[config.mk]
export PLATFORM = sky130hd
export DESIGN_NAME = subpixel_jitter_sequence_generator
export DESIGN_NICKNAME = d
export VERILOG_FILES = /design/src/rtl/sjsg_pkg.sv /design/src/rtl/sjsg_offset_gen.sv /design/src/rtl/sjsg_seq_state.sv /design/src/rtl/subpixel_jitter_sequence_generator.sv
export SDC_FILE = /design/constraint.sdc
export NUM_CORES = 1
export LEC_CHECK = 0
export BUFFER_PORTS_ARGS = -buffer_cell sky130_fd_sc_hd__buf_2
export CAP_MARGIN = 20
export CORE_MARGIN = 2
export CORE_UTILIZATION = 47
export CTS_CLUSTER_SIZE = 30
export DETAILED_ROUTE_END_ITERATION = 12
export PLACE_DENSITY = 0.66
export SLEW_MARGIN = 20
export SYNTH_ARGS = -nofsm -noshare
export SYNTH_HDL_FRONTEND = slang
export SYNTH_SLANG_ARGS = --single-unit
[constraint.sdc]
create_clock -name clock -period 2.3 [get_ports clock]
set_input_delay 0.23 -clock clock [delete_from_list [all_inputs] [get_ports clock]]
set_output_delay 0.23 -clock clock [all_outputs]
set_load 0.02 [all_outputs]
[src/rtl/sjsg_pkg.sv]
// Shared types, constants and offset tables for the sub-pixel jitter generator.
`timescale 1ns / 1ps

package sjsg_pkg;

   // Sequence lengths: frame phase is taken modulo these before a table lookup
   localparam int unsigned PATTERN_LENGTH = 8;
   localparam int unsigned HALTON_LENGTH  = 16;

   localparam int unsigned PATTERN_LEN_SAFE = (PATTERN_LENGTH == 0) ? 1 : PATTERN_LENGTH;
   localparam int unsigned HALTON_LEN_SAFE  = (HALTON_LENGTH == 0) ? 1 : HALTON_LENGTH;

   // Q0.15 one half, and the R2 increments 1/g and 1/g^2 in Q0.32
   localparam int          Q15_HALF   = 16384;
   localparam logic [31:0] R2_STEP_X  = 32'd3242174889;
   localparam logic [31:0] R2_STEP_Y  = 32'd2447445413;

   localparam int unsigned PHASE_WIDTH  = 4;
   localparam int unsigned PHASE_COUNT  = 16;
   localparam int unsigned OFFSET_WIDTH = 15;
   localparam int unsigned ACCUM_WIDTH  = 32;

   typedef enum logic [1:0] {
      MODE_TABLE  = 2'd0,
      MODE_HALTON = 2'd1,
      MODE_R2     = 2'd2,
      MODE_NONE   = 2'd3
   } jitter_mode_type;

   typedef logic signed [OFFSET_WIDTH-1:0] offset_type;
   typedef offset_type offset_table_type [PHASE_COUNT];

   // Sequence state seen by the offset logic
   typedef struct packed {
      logic [PHASE_WIDTH-1:0] phase;
      logic [ACCUM_WIDTH-1:0] accum_x;
      logic [ACCUM_WIDTH-1:0] accum_y;
   } jitter_state_type;

   // Eight-entry sample pattern
   localparam offset_type PATTERN_X [8] = '{
      15'sd2048,   -15'sd2048, 15'sd10240, -15'sd6144,
      -15'sd10240, -15'sd14336, 15'sd6144, 15'sd14336
   };
   localparam offset_type PATTERN_Y [8] = '{
      -15'sd6144,  15'sd6144,  15'sd2048,  -15'sd10240,
      15'sd10240,  15'sd2048,  15'sd14336, -15'sd14336
   };

   // Pattern entry for each frame phase, wrapping at the pattern length
   function automatic offset_table_type build_pattern(input bit use_y);
      offset_table_type tbl;
      int unsigned      c;
      c = 0;
      for (int p = 0; p < PHASE_COUNT; p++) begin
         tbl[p] = use_y ? PATTERN_Y[c & 7] : PATTERN_X[c & 7];
         c = (c + 1 == PATTERN_LEN_SAFE) ? 0 : c + 1;
      end
      return tbl;
   endfunction

   // Base-2 radical inverse of idx, minus one half
   function automatic offset_type halton2_value(input int unsigned idx);
      int unsigned rev;
      int          val;
      rev = 0;
      for (int i = 0; i < 5; i++) begin
         rev = (rev << 1) | ((idx >> i) & 1);
      end
      val = int'(rev * 1024) - Q15_HALF;
      return OFFSET_WIDTH'(val);
   endfunction

   // Base-3 radical inverse of idx as N/27, rounded, minus one half
   function automatic offset_type halton3_value(input int unsigned idx);
      int unsigned n;
      int unsigned v;
      int          val;
      n = 0;
      v = idx;
      for (int i = 0; i < 3; i++) begin
         n = n * 3 + (v % 3);
         v = v / 3;
      end
      val = int'((n * 32768 + 13) / 27) - Q15_HALF;
      return OFFSET_WIDTH'(val);
   endfunction

   // Halton value for each frame phase, index running 1..HALTON_LENGTH
   function automatic offset_table_type build_halton(input bit use_y);
      offset_table_type tbl;
      int unsigned      c;
      c = 0;
      for (int p = 0; p < PHASE_COUNT; p++) begin
         tbl[p] = use_y ? halton3_value(c + 1) : halton2_value(c + 1);
         c = (c + 1 == HALTON_LEN_SAFE) ? 0 : c + 1;
      end
      return tbl;
   endfunction

   localparam offset_table_type PATTERN_X_BY_PHASE = build_pattern(1'b0);
   localparam offset_table_type PATTERN_Y_BY_PHASE = build_pattern(1'b1);
   localparam offset_table_type HALTON_X_BY_PHASE  = build_halton(1'b0);
   localparam offset_table_type HALTON_Y_BY_PHASE  = build_halton(1'b1);

endpackage

[src/rtl/sjsg_offset_gen.sv]
// Offset selection: table, Halton, R2 or zero, picked by the jitter mode.
`timescale 1ns / 1ps

module sjsg_offset_gen (
   input  sjsg_pkg::jitter_mode_type  mode,
   input  sjsg_pkg::jitter_state_type state,
   output sjsg_pkg::offset_type       offset_x,
   output sjsg_pkg::offset_type       offset_y
);
   import sjsg_pkg::*;

   // R2 output: top 15 accumulator bits minus one half flips the top bit
   always_comb begin
      case (mode)
         MODE_TABLE: begin
            offset_x = PATTERN_X_BY_PHASE[state.phase];
            offset_y = PATTERN_Y_BY_PHASE[state.phase];
         end
         MODE_HALTON: begin
            offset_x = HALTON_X_BY_PHASE[state.phase];
            offset_y = HALTON_Y_BY_PHASE[state.phase];
         end
         MODE_R2: begin
            offset_x = {~state.accum_x[ACCUM_WIDTH-1], state.accum_x[ACCUM_WIDTH-2 -: 14]};
            offset_y = {~state.accum_y[ACCUM_WIDTH-1], state.accum_y[ACCUM_WIDTH-2 -: 14]};
         end
         default: begin
            offset_x = '0;
            offset_y = '0;
         end
      endcase
   end

endmodule

[src/rtl/sjsg_seq_state.sv]
// Frame phase counter and R2 accumulators, advanced on frame end.
`timescale 1ns / 1ps

module sjsg_seq_state (
   input  logic                       clock,
   input  logic                       reset,
   input  logic                       step,
   input  logic                       advance_frame,
   input  sjsg_pkg::jitter_mode_type  mode,
   output sjsg_pkg::jitter_state_type state
);
   import sjsg_pkg::*;

   logic [PHASE_WIDTH-1:0] phase_ff, phase_in;
   logic [ACCUM_WIDTH-1:0] accum_x_ff, accum_x_in;
   logic [ACCUM_WIDTH-1:0] accum_y_ff, accum_y_in;

   // Advance phase on frame end; step R2 only while in R2 mode
   always_comb begin
      phase_in   = phase_ff;
      accum_x_in = accum_x_ff;
      accum_y_in = accum_y_ff;
      if (step && advance_frame) begin
         phase_in = phase_ff + PHASE_WIDTH'(1);
         if (mode == MODE_R2) begin
            accum_x_in = accum_x_ff + R2_STEP_X;
            accum_y_in = accum_y_ff + R2_STEP_Y;
         end
      end
   end

   always_ff @(posedge clock) begin
      if (reset) begin
         phase_ff   <= '0;
         accum_x_ff <= '0;
         accum_y_ff <= '0;
      end else begin
         phase_ff   <= phase_in;
         accum_x_ff <= accum_x_in;
         accum_y_ff <= accum_y_in;
      end
   end

   assign state.phase   = phase_ff;
   assign state.accum_x = accum_x_ff;
   assign state.accum_y = accum_y_ff;

endmodule

[src/rtl/subpixel_jitter_sequence_generator.sv]
// Top level of the sub-pixel jitter generator: request stage, result stage, mode register.
//
// Usage:
//   req channel: one request per beat, req_tdata[0] = advance_frame. Each request
//     returns the jitter offset of the current frame; advance_frame = 1 then ends
//     that frame (frame phase steps, R2 accumulators step when in R2 mode).
//   rsp channel: one result per request, in order. rsp_tdata holds offset_x in
//     bits 14:0 and offset_y in bits 29:15, signed Q0.15 pixels.
//   csr port: csr_wr_en writes csr_wr_data into the jitter mode (0 pattern table,
//     1 Halton 2/3, 2 R2 recurrence, 3 no jitter). Write only while idle.
// Path: a request passes the request register, then the result register. Throughput:
//   one request per cycle while rsp_tready is high, set by the combinational table
//   lookup and the two 32-bit accumulator adders.
// Reset: synchronous; clears the mode to the pattern table, the frame phase,
//   the R2 accumulators and both stage valids.
// Stall: while rsp_tready is low the result holds; one more request is taken
//   into the request register, then req_tready drops until the result leaves.
`timescale 1ns / 1ps

module subpixel_jitter_sequence_generator (
   input  logic        clock,
   input  logic        reset,
   input  logic        req_tvalid,
   output logic        req_tready,
   input  logic [7:0]  req_tdata,   // [0] advance_frame, [7:1] zero fill
   output logic        rsp_tvalid,
   input  logic        rsp_tready,
   output logic [31:0] rsp_tdata,   // [14:0] offset_x, [29:15] offset_y, [31:30] zero
   input  logic        csr_wr_en,
   input  logic [1:0]  csr_wr_data
);
   import sjsg_pkg::*;

   jitter_mode_type  mode_ff;
   logic             req_valid_ff, req_valid_in;
   logic             req_adv_ff, req_adv_in;
   logic             rsp_valid_ff, rsp_valid_in;
   offset_type       rsp_x_ff, rsp_x_in;
   offset_type       rsp_y_ff, rsp_y_in;
   logic             step;
   jitter_state_type state;
   offset_type       calc_x;
   offset_type       calc_y;

   // Mode register
   always_ff @(posedge clock) begin
      if (reset) begin
         mode_ff <= MODE_TABLE;
      end else if (csr_wr_en) begin
         mode_ff <= jitter_mode_type'(csr_wr_data);
      end
   end

   // Move the held request into the result stage when that stage is free
   assign step       = req_valid_ff && (!rsp_valid_ff || rsp_tready);
   assign req_tready = !req_valid_ff || step;

   sjsg_seq_state u_state (
      .clock         (clock),
      .reset         (reset),
      .step          (step),
      .advance_frame (req_adv_ff),
      .mode          (mode_ff),
      .state         (state)
   );

   sjsg_offset_gen u_offset (
      .mode     (mode_ff),
      .state    (state),
      .offset_x (calc_x),
      .offset_y (calc_y)
   );

   // Next values of both stages
   always_comb begin
      req_valid_in = req_valid_ff;
      req_adv_in   = req_adv_ff;
      rsp_valid_in = rsp_valid_ff;
      rsp_x_in     = rsp_x_ff;
      rsp_y_in     = rsp_y_ff;
      if (rsp_valid_ff && rsp_tready) begin
         rsp_valid_in = 1'b0;
      end
      if (step) begin
         req_valid_in = 1'b0;
         rsp_valid_in = 1'b1;
         rsp_x_in     = calc_x;
         rsp_y_in     = calc_y;
      end
      if (req_tvalid && req_tready) begin
         req_valid_in = 1'b1;
         req_adv_in   = req_tdata[0];
      end
   end

   always_ff @(posedge clock) begin
      if (reset) begin
         req_valid_ff <= 1'b0;
         rsp_valid_ff <= 1'b0;
      end else begin
         req_valid_ff <= req_valid_in;
         rsp_valid_ff <= rsp_valid_in;
      end
   end

   // Payload registers
   always_ff @(posedge clock) begin
      req_adv_ff <= req_adv_in;
      rsp_x_ff   <= rsp_x_in;
      rsp_y_ff   <= rsp_y_in;
   end

   assign rsp_tvalid = rsp_valid_ff;
   assign rsp_tdata  = {2'b00, rsp_y_ff, rsp_x_ff};

endmodule

==> insert_results.sql, run 1 <==
INSERT INTO impl_metrics (metric_group, metric, value, unit) VALUES
('worst_setup_path', 'timing.rr.start', 'mode_ff[1]', ''),
('detailed_routing', 'detail_route.wirelength', '10.81', 'mm'),
('floorplanning', 'initial_core_util', '48.22', '%'),
('detailed_routing', 'detail_route.first_pass.iterations', '4', ''),
('clocking', 'htree_levels', '3', ''),
('global_route', 'grt_max_degree', '33', ''),
('clocking', 'clkTransAtPathRegs', '0.11', 'ns'),
('sta', 'final.min_clock_period', '1.993', 'ns'),
('pwr', 'power.density_cell_area', '586.1', 'nW/um2'),
('detailed_routing', 'post-route-drc-count', '0', ''),
('clocking', 'cts_made_buffers', '9', ''),
('worst_hold_path', 'min-delay-start', 'req_tvalid', ''),
('sta', 'max_clock_freq', '0.5018', 'GHz'),
('clocking', 'cts_tree', 'built', ''),
('final_layout', 'synthToLayoutAreaGrowth', '11.25', '%'),
('floorplanning', 'die_area', '12030', 'um2'),
('clocking', 'clock_sinks', '103', ''),
('worst_setup_path', 'reg2reg_to', 'u_state.accum_y_ff[15]', ''),
('worst_setup_path', 'critical_path.max_fanout', '32', ''),
('synth', 'yosysWarningCount', '0', ''),
('final_layout', 'final_nets', '655', ''),
('pwr', 'power_consumption', '0.003423', 'W'),
('worst_setup_path', 'required_time_worst_endpoint', '2.57', 'ns'),
('pwr', 'p_leak', '2.110', 'nW'),
('placement', 'detailed_place_hpwl', '7.777', 'mm'),
('global_route', 'first_pass_grt_wire_length', '18.45', 'mm'),
('sta', 'maxSlewViolCount', '0', ''),
('worst_setup_path', 'timing.critical_path.from', 'mode_ff[1]', ''),
('status', 'outcome', 'finished clean', ''),
('synth', 'postSynth.asyncResetShare', '0', '%'),
('sta', 'hold_viol_final', '0', ''),
('worst_setup_path', 'worst_setup_path_end_kind', 'register', ''),
('sta', 'fraction_of_the_cycle_the_final_worst_path_needs', '86.64', '%'),
('synth', 'syn-mean-instance-area', '8.853', 'um2'),
('sta', 'max-slew-margin-rel', '65.23', '%'),
('global_route', 'initial_antenna_violation_count', '1', ''),
('worst_hold_path', 'timing.hold.worst.class', 'primary input to register', ''),
('detailed_routing', 'detail_route.iter0.violations', '266', ''),
('synth', 'synth_sequential_area_ratio', '45.19', '%'),
('worst_hold_path', 'worst_hold_path.num_cells', '3', ''),
('placement', 'place_inst', '759', ''),
('worst_setup_path', 'timing_worst_setup_path_type', 'register to register', ''),
('placement', 'routabilityCongestion', '0.8592', ''),
('synth', 'edff_count_synth', '31', ''),
('worst_setup_path', 'timing.reg2reg.setup_slack', '0.31', 'ns'),
('sta', 'setup_violations', '0', ''),
('floorplanning', 'core-area', '10890', 'um2'),
('placement', 'numPortBuffers', '39', ''),
('global_route', 'grtUsageTotal', '19.57', '%'),
('pwr', 'peakVddDrop', '0.3176', 'mV'),
('sta', 'tns', '0', 'ns'),
('final_layout', 'final_core_util', '53.64', '%'),
('detailed_routing', 'antenna_left', '0', ''),
('flow_run', 'cap_violations', '0', ''),
('synth', 'synthesis.area', '5250', 'um2'),
('floorplanning', 'ios', '49', ''),
('synth', 'ys_seq_elements', '103', ''),
('worst_setup_path', 'r2r.worst_path.cells', '6', ''),
('final_layout', 'finalNonFillerCells', '776', ''),
('detailed_routing', 'detail_route.wl_per_cell', '13.93', 'um'),
('floorplanning', 'dieHeight', '109.7', 'um'),
('synth', 'syn-instance-count', '593', ''),
('detailed_routing', 'route.detailed.vias_per_inst', '5.398', ''),
('worst_setup_path', 'crit_arrival', '2.26', 'ns'),
('floorplanning', 'core.rowCount', '38', ''),
('global_route', 'grt_overflow_total', '0', ''),
('worst_setup_path', 'worstSetupStartpointType', 'register', ''),
('clocking', 'clock_latency', '0.38', 'ns'),
('final_layout', 'ratio_of_cells_with_drive_above_1_in_the_final_layout', '14.47', '%'),
('synth', 'synth_cell_types', '65', ''),
('floorplanning', 'die_width', '109.7', 'um'),
('clocking', 'max-clock-path-buffers', '2', ''),
('worst_hold_path', 'hold_path_end', 'req_valid_ff', ''),
('clocking', 'clk_root_buffer_cell', 'sky130_fd_sc_hd__clkbuf_8', ''),
('detailed_routing', 'num_vias', '4189', ''),
('sta', 'rsz_0062_raised_after_global_routing', 'no', ''),
('sta', 'worst_pin_slew', '0.5209', 'ns'),
('global_route', 'grt_pass1_vias', '3943', ''),
('sta', 'worst_clock_skew', '0.01011', 'ns'),
('final_layout', 'antenna_cells_inserted', '0', ''),
('synth', 'yosys_most_used_dff', 'sky130_fd_sc_hd__dfxtp_1', '');
==> cell families after synthesis <==
family	synth area share, %
muxes	0.8103
xor gates and xnor gates	9.342
other	0.07143
buffers and inverters	3.480
adders and majority gates	2.145
AOI/OAI and AO/OA	16.40
and+or+nand+nor	22.57
DFF	45.19
==> per-stage QoR <==
stage / area, um2 / setup WS, ns / hold slack (ns)
6_report: 5841 / 0.3073 / 0.06027
5_1_grt: 5841 / 0.1012 / 0.06645
4_1_cts: 5831 / 0.3141 / 0.007524
3_5_place_dp: 5619 / 0.3451 / 0.4122
3_3_place_gp: 5619 / 0.3777 / 0.4098
2_1_floorplan: 5254 / 0.5200 / 0.3289
==> sequential cells by signal, summed over array words and instances (netlist names) <==
signal / count
req_adv_ff: 1
u_state.accum_x_ff: 32
rsp_x_ff: 15
u_state.phase_ff: 4
mode_ff: 2
req_valid_ff: 1
u_state.accum_y_ff: 32
rsp_tvalid: 1
rsp_y_ff: 15
==> routing by layer <==
metal,global-route usage (%),vias to the layer above,share of wire [%]
met5,0,-,0.10
met4,6.872,2,1.5
met3,4.742,13,4.7
met2,30.38,84,43
met1,26.62,1947,50
li1,-,2143,-
==> cells in the mapped netlist, types with 5 or more instances <==
library cell | number | area (um2)
sky130_fd_sc_hd__ha_1 | 9 | 112.6
sky130_fd_sc_hd__xor2_1 | 26 | 227.7
sky130_fd_sc_hd__a211oi_1 | 5 | 37.54
sky130_fd_sc_hd__o21ai_0 | 42 | 210.2
sky130_fd_sc_hd__or3_1 | 10 | 62.56
sky130_fd_sc_hd__dfxtp_1 | 72 | 1441
sky130_fd_sc_hd__edfxtp_1 | 31 | 930.9
sky130_fd_sc_hd__nand2b_1 | 9 | 56.30
sky130_fd_sc_hd__nand2_1 | 56 | 210.2
sky130_fd_sc_hd__a31oi_1 | 7 | 43.79
sky130_fd_sc_hd__inv_1 | 10 | 37.54
sky130_fd_sc_hd__clkbuf_1 | 24 | 90.09
sky130_fd_sc_hd__and2_1 | 16 | 100.1
sky130_fd_sc_hd__nor2b_1 | 8 | 50.05
sky130_fd_sc_hd__nor2_1 | 93 | 349.1
sky130_fd_sc_hd__nor3_1 | 7 | 35.03
sky130_fd_sc_hd__nand3_1 | 10 | 50.05
sky130_fd_sc_hd__xnor2_1 | 30 | 262.8
sky130_fd_sc_hd__a21oi_1 | 39 | 195.2
sky130_fd_sc_hd__nand4_1 | 9 | 56.30
==> power breakdown <==
part	internal, W	total (W)	switching [W]
Sequential	0.00191	0.00194	0.0000251
Clock	0.000528	0.00121	0.000686
Combinational	0.0000986	0.000272	0.000174
Total	0.00254	0.00342	0.000885
==> layout make-up <==
class                      count  area [um2]
tap                          140       175.2
sequential                   103        2372
clock inverter                 7       87.58
timing repair buffer          57       345.3
inverter                      10       37.54
multi-input combinational    450        2699
fill                        1030        5047
clock buffer                   9       123.9
==> cells in the final DEF, fill, tap and decap left out, types with 3 or more instances in the layout <==
cell,n
sky130_fd_sc_hd__clkbuf_8,9
sky130_fd_sc_hd__o21ai_1,3
sky130_fd_sc_hd__buf_2,39
sky130_fd_sc_hd__or2_2,4
sky130_fd_sc_hd__a31oi_1,7
sky130_fd_sc_hd__dfxtp_1,72
sky130_fd_sc_hd__nor3_1,7
sky130_fd_sc_hd__xnor2_1,30
sky130_fd_sc_hd__xor2_1,26
sky130_fd_sc_hd__nand3_1,10
sky130_fd_sc_hd__nor2b_1,8
sky130_fd_sc_hd__and4_1,3
sky130_fd_sc_hd__o2111ai_1,4
sky130_fd_sc_hd__buf_4,16
sky130_fd_sc_hd__clkinv_4,3
sky130_fd_sc_hd__ha_1,9
sky130_fd_sc_hd__nand2_1,56
sky130_fd_sc_hd__nand4_1,9
sky130_fd_sc_hd__a211oi_1,5
sky130_fd_sc_hd__nor2_1,93
sky130_fd_sc_hd__and2_1,16
sky130_fd_sc_hd__o22ai_1,4
sky130_fd_sc_hd__o211ai_1,4
sky130_fd_sc_hd__nand2b_1,9
sky130_fd_sc_hd__o21ai_0,42
sky130_fd_sc_hd__o31ai_1,3
sky130_fd_sc_hd__a21oi_1,39
sky130_fd_sc_hd__or3_1,10
sky130_fd_sc_hd__edfxtp_1,31
sky130_fd_sc_hd__o211a_1,4
sky130_fd_sc_hd__inv_1,10
==> critical path, cell delays in order (launching register included) <==
cell	delay [ns]
sky130_fd_sc_hd__dfxtp_1	0.35
sky130_fd_sc_hd__nor2b_1	0.32
sky130_fd_sc_hd__nand3_1	0.35
sky130_fd_sc_hd__buf_12	0.27
sky130_fd_sc_hd__or3_1	0.39
sky130_fd_sc_hd__xor2_1	0.14
sky130_fd_sc_hd__nor2_1	0.05
==> timing repair <==
action                                  in CTS  in global routing
resized for setup                            0                  0
hold buffers                                 0                  1
endpoints found under the hold margin        0                  1
endpoints found under the setup margin       0                  0
setup buffers                                0                  0
==> worst max path at each step <==
stage                     slack (ns)  depth (start not counted)                     end
after global placement          0.38                          6  u_state.accum_y_ff[15]
after CTS                       0.31                          7  u_state.accum_y_ff[24]
after global routing            0.10                          7  u_state.accum_y_ff[24]
after detailed placement        0.35                          6  u_state.accum_y_ff[15]
final                           0.31                          6  u_state.accum_y_ff[15]
after floorplan                 0.52                          4  u_state.accum_x_ff[21]
No activity file was read; power rests on OpenSTA's default activity.
==> run 2, diff against run 1 <==
--- a/config.mk
+++ b/config.mk
@@ -8,10 +8,10 @@
 export BUFFER_PORTS_ARGS = -buffer_cell sky130_fd_sc_hd__buf_2
 export CAP_MARGIN = 20
 export CORE_MARGIN = 2
-export CORE_UTILIZATION = 47
+export CORE_UTILIZATION = 59
 export CTS_CLUSTER_SIZE = 30
 export DETAILED_ROUTE_END_ITERATION = 12
-export PLACE_DENSITY = 0.66
+export PLACE_DENSITY = 0.79
 export SLEW_MARGIN = 20
 export SYNTH_ARGS = -nofsm -noshare
 export SYNTH_HDL_FRONTEND = slang
==> run 2 against run 1 <==
Net effect: wire length down 0.26%; worst hold slack worse by 0.025 ns; clock-buffer cell count is the same; first-iteration DRC count shrank 6.0%; die area is 20% lower; register-to-register slack worse by 0.02 ns; critical path depth up 1; combinational power is essentially flat; sequential cell count is the same.
==> insert_results.sql, run 2 (synthesis gave the netlist of run 1 again) <==
INSERT INTO impl_metrics (metric_group, metric, value, unit) VALUES
('status', 'outcome', 'finished clean', ''),
('worst_hold_path', 'worst_hold_path.num_cells', '1', ''),
('floorplanning', 'ios', '49', ''),
('floorplanning', 'core-area', '8678', 'um2'),
('final_layout', 'ratio_of_cells_with_drive_above_1_in_the_final_layout', '14.65', '%'),
('detailed_routing', 'detail_route.wl_per_cell', '14.51', 'um'),
('final_layout', 'fill_cells', '734', ''),
('sta', 'hold_viol_final', '0', ''),
('worst_setup_path', 'crit_path_top_delay_cell', 'sky130_fd_sc_hd__dfxtp_1', ''),
('global_route', 'grtUsageTotal', '23.68', '%'),
('final_layout', 'final_nets', '654', ''),
('sta', 'max-slew-margin-rel', '63.56', '%'),
('placement', 'placement.cell_area', '5592', 'um2'),
('floorplanning', 'dieHeight', '98.33', 'um'),
('worst_setup_path', 'crit_path_cell_trace', 'nor2b_2, nand3_1, buf_12, nor2_1, nand4b_1, xor2_1, nor2_1', ''),
('final_layout', 'final-seq-area', '2372', 'um2'),
('worst_setup_path', 'crit_path_max_incr_delay', '0.36', 'ns'),
('worst_setup_path', 'timing_worst_setup_path_type', 'register to register', ''),
('detailed_routing', 'detail_route.first_pass.iterations', '5', ''),
('sta', 'fraction_of_the_cycle_the_final_worst_path_needs', '87.31', '%'),
('sta', 'worst_clock_skew', '0.01303', 'ns'),
('sta', 'final.min_clock_period', '2.008', 'ns'),
('global_route', 'first_pass_grt_wire_length', '18.89', 'mm'),
('placement', 'detailed_place_hpwl', '7.714', 'mm'),
('detailed_routing', 'post-route-drc-count', '0', ''),
('worst_setup_path', 'reg2reg_to', 'u_state.accum_y_ff[24]', ''),
('floorplanning', 'initial_core_util', '60.50', '%'),
('detailed_routing', 'num_vias', '4343', ''),
('clocking', 'cts_resized', '0', ''),
('detailed_routing', 'route.detailed.vias_per_inst', '5.845', ''),
('sta', 'worst_pin_slew', '0.5458', 'ns'),
('sta', 'maxSlewViolCount', '0', ''),
('clocking', 'clkTransAtPathRegs', '0.10', 'ns'),
('clocking', 'post_cts_hold_buffer_count', '0', ''),
('worst_setup_path', 'critical_path.max_fanout', '32', ''),
('global_route', 'grt_overflow_total', '0', ''),
('worst_setup_path', 'worst_setup_path_end_kind', 'register', ''),
('placement', 'routabilityCongestion', '0.9213', ''),
('sta', 'rsz_0062_raised_after_global_routing', 'no', ''),
('pwr', 'p_leak', '2.093', 'nW'),
('detailed_routing', 'detail_route.iter0.violations', '250', ''),
('flow_run', 'cap_violations', '0', ''),
('sta', 'tns', '0', 'ns'),
('final_layout', 'most-common-layout-cells', 'sky130_fd_sc_hd__nor2_1, sky130_fd_sc_hd__dfxtp_1, sky130_fd_sc_hd__nand2_1, sky130_fd_sc_hd__o21ai_0', ''),
('clocking', 'max-clock-path-buffers', '2', ''),
('final_layout', 'antenna_cells_inserted', '0', ''),
('global_route', 'grt_pass1_vias', '4049', ''),
('detailed_routing', 'detail_route.wirelength', '10.78', 'mm'),
('final_layout', 'layout.cells.most_common', 'sky130_fd_sc_hd__nor2_1', ''),
('worst_setup_path', 'r2r.worst_path.cells', '7', ''),
('final_layout', 'reg.largest.list', 'u_state.accum_x_ff x32, u_state.accum_y_ff x32', ''),
('pwr', 'peakVddDrop', '0.2527', 'mV'),
('worst_hold_path', 'hold_path_end', 'req_adv_ff', ''),
('detailed_routing', 'antenna_left', '0', ''),
('final_layout', 'area_of_the_multi_input_gates', '2701', 'um2'),
('sta', 'max_clock_freq', '0.4980', 'GHz'),
('worst_setup_path', 'timing.reg2reg.setup_slack', '0.29', 'ns'),
('worst_setup_path', 'timing.rr.start', 'mode_ff[1]', ''),
('global_route', 'initial_antenna_violation_count', '0', ''),
('worst_setup_path', 'required_time_worst_endpoint', '2.57', 'ns'),
('worst_setup_path', 'worstSetupStartpointType', 'register', ''),
('placement', 'numPortBuffers', '39', ''),
('worst_setup_path', 'critPathTopFamily', 'simple AND/OR/NAND/NOR gates', ''),
('worst_hold_path', 'min-delay-start', 'req_tdata[0]', ''),
('sta', 'setup_violations', '0', ''),
('final_layout', 'synthToLayoutAreaGrowth', '10.13', '%'),
('clocking', 'clock_sinks', '103', ''),
('clocking', 'cts_made_buffers', '9', ''),
('worst_setup_path', 'path_common_cell', 'sky130_fd_sc_hd__nor2_1', ''),
('pwr', 'power.density_cell_area', '572.0', 'nW/um2'),
('clocking', 'cts_tree', 'built', ''),
('worst_hold_path', 'timing.hold.worst.class', 'primary input to register', ''),
('clocking', 'clock_latency', '0.38', 'ns'),
('floorplanning', 'die_area', '9669', 'um2'),
('clocking', 'post_cts_setup_buffers', '0', ''),
('clocking', 'clk_root_buffer_cell', 'sky130_fd_sc_hd__clkbuf_8', ''),
('clocking', 'htree_levels', '3', ''),
('floorplanning', 'die_width', '98.33', 'um'),
('global_route', 'grt_max_degree', '39', ''),
('floorplanning', 'core.rowCount', '34', ''),
('worst_setup_path', 'crit_arrival', '2.28', 'ns'),
('worst_setup_path', 'path_buf_inv', '1', ''),
('final_layout', 'final_cell_area_excluding_filler_cells', '5782', 'um2');
==> run 2: where the power goes <==
part	total, W	leakage (nW)	internal [W]	switching (W)
clock	0.00110	0.0903	0.000418	0.000678
combinational	0.000275	1.13	0.000100	0.000175
sequential	0.00194	0.876	0.00191	0.0000253
==> run 2: layout make-up <==
| cell class | instances | area share (%) |
|---|---|---|
| Timing Repair Buffer | 56 | 6.016 |
| Tap cell | 108 | 2.337 |
| Multi-Input combinational cell | 450 | 46.72 |
| Sequential cell | 103 | 41.03 |
| Clock inverter | 7 | 1.104 |
| Inverter | 10 | 0.6492 |
| Clock buffer | 9 | 2.142 |
==> run 2: stage by stage <==
stage	std cells	setup WS, ns	hold slack (ns)	total power [W]	util (%)
floorplan	594	0.5200	0.3289	0.002174	-
global placement	727	0.2801	0.4082	0.002245	64.43
detailed placement	727	0.1872	0.4111	0.002252	64.43
CTS	743	0.1488	0.01970	0.003331	66.59
global route	743	0.1068	0.02241	0.003434	66.62
finish	743	0.2919	0.03519	0.003307	66.62
==> run 2: worst max path at each step <==
stage / end / start / cells after the start
after floorplan: u_state.accum_x_ff[21] / u_state.accum_x_ff[15] / 4
after global placement: u_state.accum_y_ff[15] / mode_ff[1] / 6
after detailed placement: u_state.accum_y_ff[24] / mode_ff[1] / 7
after CTS: u_state.accum_y_ff[24] / mode_ff[1] / 7
after global routing: u_state.accum_y_ff[24] / mode_ff[1] / 7
final: u_state.accum_y_ff[24] / mode_ff[1] / 7
==> run 2: metal layers <==
layer | GRT usage, % | part of all wire [%]
met5 | 0 | 0
met4 | 7.060 | 1.4
met3 | 3.722 | 5.5
met2 | 36.94 | 47
met1 | 34.24 | 46
==> run 2: worst register-to-register path, cell delays in order, from the launching register on <==
cell and delay (ns):
sky130_fd_sc_hd__dfxtp_1 0.36, sky130_fd_sc_hd__nor2b_2 0.30, sky130_fd_sc_hd__nand3_1 0.35, sky130_fd_sc_hd__buf_12 0.28, sky130_fd_sc_hd__nor2_1 0.24, sky130_fd_sc_hd__nand4b_1 0.16, sky130_fd_sc_hd__xor2_1 0.18, sky130_fd_sc_hd__nor2_1 0.05
